### src/hw/rtl/bff_pkg.sv
package bff_pkg;

  localparam int MaxWidth  = 2048;
  localparam int MaxHeight = 4096;
  localparam int AddrW     = $clog2(MaxWidth);
  localparam int PixW      = 24;

  localparam logic [1:0] ModeGray    = 2'd0;
  localparam logic [1:0] ModeSharp   = 2'd1;
  localparam logic [1:0] ModeDenoise = 2'd2;

  localparam logic [1:0] RegMode   = 2'd0;
  localparam logic [1:0] RegWidth  = 2'd1;
  localparam logic [1:0] RegHeight = 2'd2;

  localparam logic CmdPixel = 1'b0;
  localparam logic CmdFlush = 1'b1;

  // floor(x / 1000) = (x * GrayRecip) >> GrayShift for x <= 255000
  localparam logic [18:0] GrayRecip = 19'd268436;
  localparam int          GrayShift = 28;
  // floor(x / 9) = (x * BoxRecip) >> BoxShift for x <= 2295
  localparam logic [11:0] BoxRecip  = 12'd3641;
  localparam int          BoxShift  = 15;

  typedef struct packed {
    logic       cmd;
    logic [7:0] in_blue;
    logic [7:0] in_green;
    logic [7:0] in_red;
  } in_item_t;

  typedef struct packed {
    logic [7:0] out_blue;
    logic [7:0] out_green;
    logic [7:0] out_red;
    logic       end_of_frame;
  } out_item_t;

  typedef struct packed {
    logic [11:0] width;
    logic [12:0] height;
  } geom_t;

  typedef struct packed {
    logic [PixW-1:0]  centre;
    logic [17:0]      gray_sum;
    logic [2:0][11:0] sharp;
    logic [2:0][11:0] box_sum;
    logic             interior;
    logic             eof;
  } calc_t;

endpackage

### src/hw/rtl/bff_back.sv
module bff_back import bff_pkg::*; (
  input  logic      clk_i,
  input  logic      rst_ni,
  input  logic [1:0] mode_i,
  input  logic      calc_valid_i,
  output logic      calc_ready_o,
  input  calc_t     calc_i,
  output logic      out_valid_o,
  input  logic      out_stall_i,
  output out_item_t out_item_o
);

  logic             s2_v_q, out_v_q, out_rdy;
  calc_t            s2_q;
  out_item_t        out_q, out_d;
  logic [36:0]      gray_prod;
  logic [2:0][23:0] box_prod;
  logic [2:0][7:0]  res, sharp_cl, box_q9;

  assign out_rdy      = !out_v_q || !out_stall_i;
  assign calc_ready_o = !s2_v_q || out_rdy;

  always_comb begin
    gray_prod = {19'b0, s2_q.gray_sum} * {18'b0, GrayRecip};
    for (int k = 0; k < 3; k++) begin
      box_prod[k] = {12'b0, s2_q.box_sum[k]} * {12'b0, BoxRecip};
      box_q9[k]   = box_prod[k][BoxShift +: 8];
      if (s2_q.sharp[k][11]) begin
        sharp_cl[k] = 8'd0;
      end else if (s2_q.sharp[k][10:8] != 3'd0) begin
        sharp_cl[k] = 8'd255;
      end else begin
        sharp_cl[k] = s2_q.sharp[k][7:0];
      end
    end
    for (int k = 0; k < 3; k++) begin
      case (mode_i)
        ModeGray:    res[k] = gray_prod[GrayShift +: 8];
        ModeSharp:   res[k] = s2_q.interior ? sharp_cl[k] : s2_q.centre[8*k +: 8];
        ModeDenoise: res[k] = s2_q.interior ? box_q9[k] : s2_q.centre[8*k +: 8];
        default:     res[k] = s2_q.centre[8*k +: 8];
      endcase
    end
    out_d.out_blue     = res[0];
    out_d.out_green    = res[1];
    out_d.out_red      = res[2];
    out_d.end_of_frame = s2_q.eof;
  end

  always_ff @(posedge clk_i or negedge rst_ni) begin
    if (!rst_ni) begin
      s2_v_q  <= 1'b0;
      out_v_q <= 1'b0;
    end else begin
      if (calc_ready_o) begin
        s2_v_q <= calc_valid_i;
      end
      if (out_rdy) begin
        out_v_q <= s2_v_q;
      end
    end
  end

  always_ff @(posedge clk_i) begin
    if (calc_ready_o && calc_valid_i) begin
      s2_q <= calc_i;
    end
    if (out_rdy && s2_v_q) begin
      out_q <= out_d;
    end
  end

  assign out_valid_o = out_v_q;
  assign out_item_o  = out_q;

endmodule

### config.mk
export PLATFORM = sky130hd
export DESIGN_NAME = bff_back
export DESIGN_NICKNAME = d
export VERILOG_FILES = /design/src/hw/rtl/bff_pkg.sv /design/src/hw/rtl/bff_back.sv
export SDC_FILE = /design/constraint.sdc
export NUM_CORES = 1
export LEC_CHECK = 0
export BUFFER_PORTS_ARGS = -buffer_cell sky130_fd_sc_hd__buf_2
export CORE_ASPECT_RATIO = 1.1
export CORE_UTILIZATION = 40
export DETAILED_ROUTE_END_ITERATION = 16
export PLACE_DENSITY_LB_ADDON = 0.08
export SLEW_MARGIN = 20
export SYNTH_ARGS = -nofsm -noshare
export SYNTH_HDL_FRONTEND = slang
export SYNTH_SLANG_ARGS = --single-unit
### constraint.sdc
create_clock -name clk_i -period 5.8 [get_ports clk_i]
set_input_delay 1.16 -clock clk_i [delete_from_list [all_inputs] [get_ports clk_i]]
set_output_delay 1.16 -clock clk_i [all_outputs]
set_load 0.03 [all_outputs]
---- Word level (Yosys, flattened, before mapping) ----
Index checks and enable logic that the tools add are counted.
word-level totals
  flip-flop bits (word level) ............. 143
  latch bits .............................. 0
  RAM bits ................................ 0
  memory bits (read-only) ................. 0
  word-level logic and storage cells ...... 48
  memories ................................ 0
operators by class
  add/sub/neg operators ................... 0
  multipliers ............................. 4
  div/mod/pow operators ................... 0
  $lt $le $gt $ge ......................... 0
  equal/unequal tests ..................... 2
  shifts and indexed selects .............. 0
  multiplexer cells ....................... 15
  bitwise operators ....................... 0
  reduce and logical (&&, ||, !) cells .... 11
operators by type and width
  operator                                                                count
  8-bit 2-to-1 mux                                                        12
  8-bit case mux with 3 select lines                                      3
  12-bit by 12-bit multiplier with 23-bit output (second input constant)  3
  18-bit by 17-bit multiplier with 34-bit output (second input constant)  1
  3-bit nonzero test                                                      3
  1-bit logical NOT                                                       3
  2-bit by 1-bit == test with 1-bit output (second input constant)        1
  2-bit == test (second input constant)                                   1
  1-bit logical AND                                                       2
  2-bit logical NOT                                                       1
  1-bit logical OR                                                        2

---- Depth between registers and ports, before layout ----
  word-level depth ........................ 5
  gate-level depth with buffers ........... 21

---- Worst setup path before layout ----
OpenSTA, ideal clock, no wires.
  path kind ............................... reg2reg
  start ................................... reg s2_q[80] (netlist name)
  end ..................................... reg out_q (netlist bit out_item_o[24]) (data pin)
  arrival time ............................ 4775 ps
  required time ........................... 5539 ps
  setup slack ............................. 764 ps
  stages on the path, launching flop included .. 21
  buffers on the path ..................... 0
  clock period less this slack ............ 5036 ps
  cells stage by stage .................... edfxtp_1 ha_1 ha_1 inv_1 fa_1 fa_1 inv_1 fa_1 inv_1 fa_1 inv_1 ha_1 a211oi_1 o21bai_1 a221oi_2 o21ai_2 o211ai_2 xor2_1 or2_1 a31oi_1 a311o_1
RTL lines
  what                    RTL line        text
  start, declared         bff_back.sv:14  calc_t s2_q;
  start signal, assigned  bff_back.sv:66  s2_q <= calc_i;
  end signal, assigned    bff_back.sv:69  out_q <= out_d;
  end, declared           bff_back.sv:15  out_item_t out_q, out_d;

==> summary.txt <==
Power and ir drop
  • Power Density: 395 nW/µm²
  • Leakage: 0.00858 µW
  • Pwr Total: 6690 µW
  • Worst vdd ir: 0.000219 V

Clocking
  • CTS tree: done
  • Clock Path Buffers: 2
  • Hold-fix buffers, CTS: 0
  • Htree depth: 4
  • Clock transition at path regs: 70 ps
  • Clk_lat worst skew: 460 ps
  • TritonCTS Buffers: 17
  • Root buffer cell: clkbuf_16
  • Clk sinks: 143

Finish
  • Area growth from synthesis to layout: 13.5%
  • Share of cells above drive strength 1: 0.147
  • Commonest non-fill, non-tap cell in the layout: ha_1
  • Most frequent cells in the layout: 343 x ha_1, 313 x inv_1, 148 x buf_2
  • ANT cells: 0
  • Fin area: 17,000 µm²
  • Layout Nets: 2,094

Worst setup path
  • CP Capture Type: register
  • CP startpoint kind: register
  • Crit path cell chain: ha_1 -> ha_1 -> inv_1 -> fa_1 -> fa_1 -> inv_1 -> fa_1 -> inv_1 -> fa_1 -> inv_1 -> ha_1 -> a211oi_1 -> o21bai_1 -> a221oi_2 -> o21ai_2 -> o211ai_2 -> xor2_1 -> or2_1 -> a31oi_1 -> a311o_1
  • Setup Crit Path Kind: reg2reg
  • CP peak stage delay: 570 ps
  • CP delay by family, top: adder cells
  • Crit path DAT: 5660 ps
  • Crit-path max FO: 6
  • Worst Path Required: 6000 ps
  • Buf/Inv on CP: 4
  • Slowest CP cell: edfxtp_1

Route
  • WL per Instance: 17.1 µm
  • Via density: 4.84
  • DRT antenna net count: 0
  • Initial DRC count: 257
  • Drt pass-1 iters: 4
  • Routed vias: 9,654
  • Drt drc: 0
  • Routed wire length: 34,200 µm

Synthesis
  • Post-Syn Area: 14,900 µm²
  • Net Count, Synth: 1,928
  • Asr flop ratio synth: 0.0140
  • Yosys reg bits: 143
  • Synth Instances: 1,330
  • Syn. warnings: 0
  • Mean Syn Cell Area: 11.2 µm²
  • Main synth FF type: edfxtp_1
  • Post-synth cell types: 70
  • Sequential element share of the synthesized area: 0.287
  • Post-synth EDFFs: 141

STA
  • Worst Setup Slack, final: 333 ps
  • Max Clock Freq: 183 MHz
  • Worst rel slew slack: 0.475
  • Final hold vios: 0
  • RSZ-0062 raised after global routing: false
  • Sum Neg Setup Slack: 0 ps
  • Final setup violation count: 0
  • Post-layout min period: 5470 ps
  • Final worst-path cycle share: 0.943
  • Worst-Margin Slew: 784 ps
  • Final Slew Violations: 0
  • Skew final: 12.8 ps

Die
  • Initial core utilization: 0.410
  • Core footprint: 36,400 µm²
  • Height of the die: 205 µm
  • # rows: 73
  • Die X: 186 µm
  • IO Count: 149
  • Die area: 38,100 µm²

GRT
  • Vias in the first global route: 10,300
  • Initial antenna violation count: 0
  • Gr ovfl total: 0
  • Tot GR Track Use: 0.193
  • Largest net degree at the start of global routing: 43
  • Global-route wire length before repair: 54,700 µm

Run
  • Max_cap viols: 0

Outcome
  • Status: complete, no violations

Placement
  • Post-DP HPWL: 29,100 µm
  • DP Area: 16,300 µm²
  • Port buffer count: 148
  • Final RePlAce weighted congestion: 0.859
  • DP Worst Slack: 330 ps

Hold path
  • Min-Delay Path Class: reg2reg
[where the power goes]
part           internal [µW]  switching, µW  leakage, µW
sequential              1260           72.7      0.00138
combinational           1830           2390      0.00691
clock                    585            553     0.000295
[metal layers]
layer  global-route usage  up-vias  share of wire
met3               0.0283       32          0.025
met2                0.344      144           0.51
met4               0.0597        0          0.018
met5                    0        -              0
li1                     -     4855              -
met1                0.238     4623           0.45
[stage by stage]
| step | util | hold slack (ps) | std cells |
|---|---|---|---|
| after CTS | 0.464 | 427 | 1991 |
| after global routing | 0.465 | 438 | 1996 |
| after floorplan | - | 400 | 1330 |
| after detailed placement | 0.447 | 418 | 1959 |
| after global placement | 0.447 | 404 | 1959 |
| final | 0.465 | 426 | 1996 |
[kinds of logic (layout without fill, tap and decap cells)]
| logic type | Yosys count | in the layout | synth area share |
|---|---|---|---|
| AO/OA/AOI/OAI | 187 | 187 | 0.0880 |
| XOR/XNOR | 40 | 40 | 0.0235 |
| adder cells (fa/ha/maj) | 476 | 476 | 0.465 |
| buffers and inverters | 325 | 504 | 0.0821 |
| flip-flops | 143 | 143 | 0.287 |
| multiplexers | 3 | 3 | 0.00201 |
| AND/OR/NAND/NOR | 156 | 156 | 0.0522 |
[what timing repair did]
item	CTS	global route
setup buffers	0	4
resized for setup	0	0
endpoints found under the setup margin	0	1
endpoints found under the hold margin	0	0
[layout make-up]
| class | count | area (µm²) |
|---|---|---|
| Fill cell | 3405 | 19500 |
| Tap cell | 487 | 609 |
| Inverter | 314 | 1180 |
| Multi-Input combinational cell | 862 | 9440 |
| Sequential cell | 143 | 4280 |
| Timing Repair Buffer | 158 | 836 |
| Clock inverter | 15 | 179 |
| Clock buffer | 17 | 425 |
[path summary, 6_finish.rpt]
kind | startpoint | endpoint | slack (ps) | cells after the start
min in group asynchronous | rst_ni | s2_v_q | 480 | 1
hold / removal | out_d[0] | out_item_o[0] | 430 | 0
hold reg to reg | out_d[0] | out_item_o[0] | 430 | 0
setup reg to reg | s2_q[79] | out_item_o[24] | 330 | 20
setup / recovery | s2_q[79] | out_item_o[24] | 330 | 20
max in group asynchronous | rst_ni | out_valid_o | 5220 | 1
[state kept, by name (all words and copies together) (netlist names)]
name and cells:
out_item_o 25, out_valid_o 1, out_d 1, s2_v_q 1
s2_q 115
[synth_stat cells, types with 4 or more instances]
master | count | area [µm²]
or3_1 | 6 | 37.5
o21ai_1 | 9 | 45.0
a31oi_1 | 8 | 50.1
and3_1 | 5 | 31.3
o21bai_1 | 4 | 30.0
nand4_1 | 9 | 56.3
and2_1 | 4 | 25.0
nand2_1 | 47 | 176
o2111ai_1 | 7 | 61.3
a21o_1 | 21 | 158
nand3_1 | 21 | 105
nand2b_1 | 5 | 31.3
a21oi_1 | 42 | 210
edfxtp_1 | 141 | 4230
inv_1 | 313 | 1170
nor2_1 | 31 | 116
o211ai_1 | 5 | 37.5
ha_1 | 343 | 4290
o21a_1 | 7 | 52.6
fa_1 | 133 | 2660
clkbuf_1 | 7 | 26.3
xnor2_1 | 27 | 236
o22ai_1 | 6 | 37.5
xor2_1 | 13 | 114
o21ai_0 | 36 | 180
nor3_1 | 8 | 40.0
a211oi_1 | 7 | 52.6
Note: power is estimated with default switching activity, not from simulation.
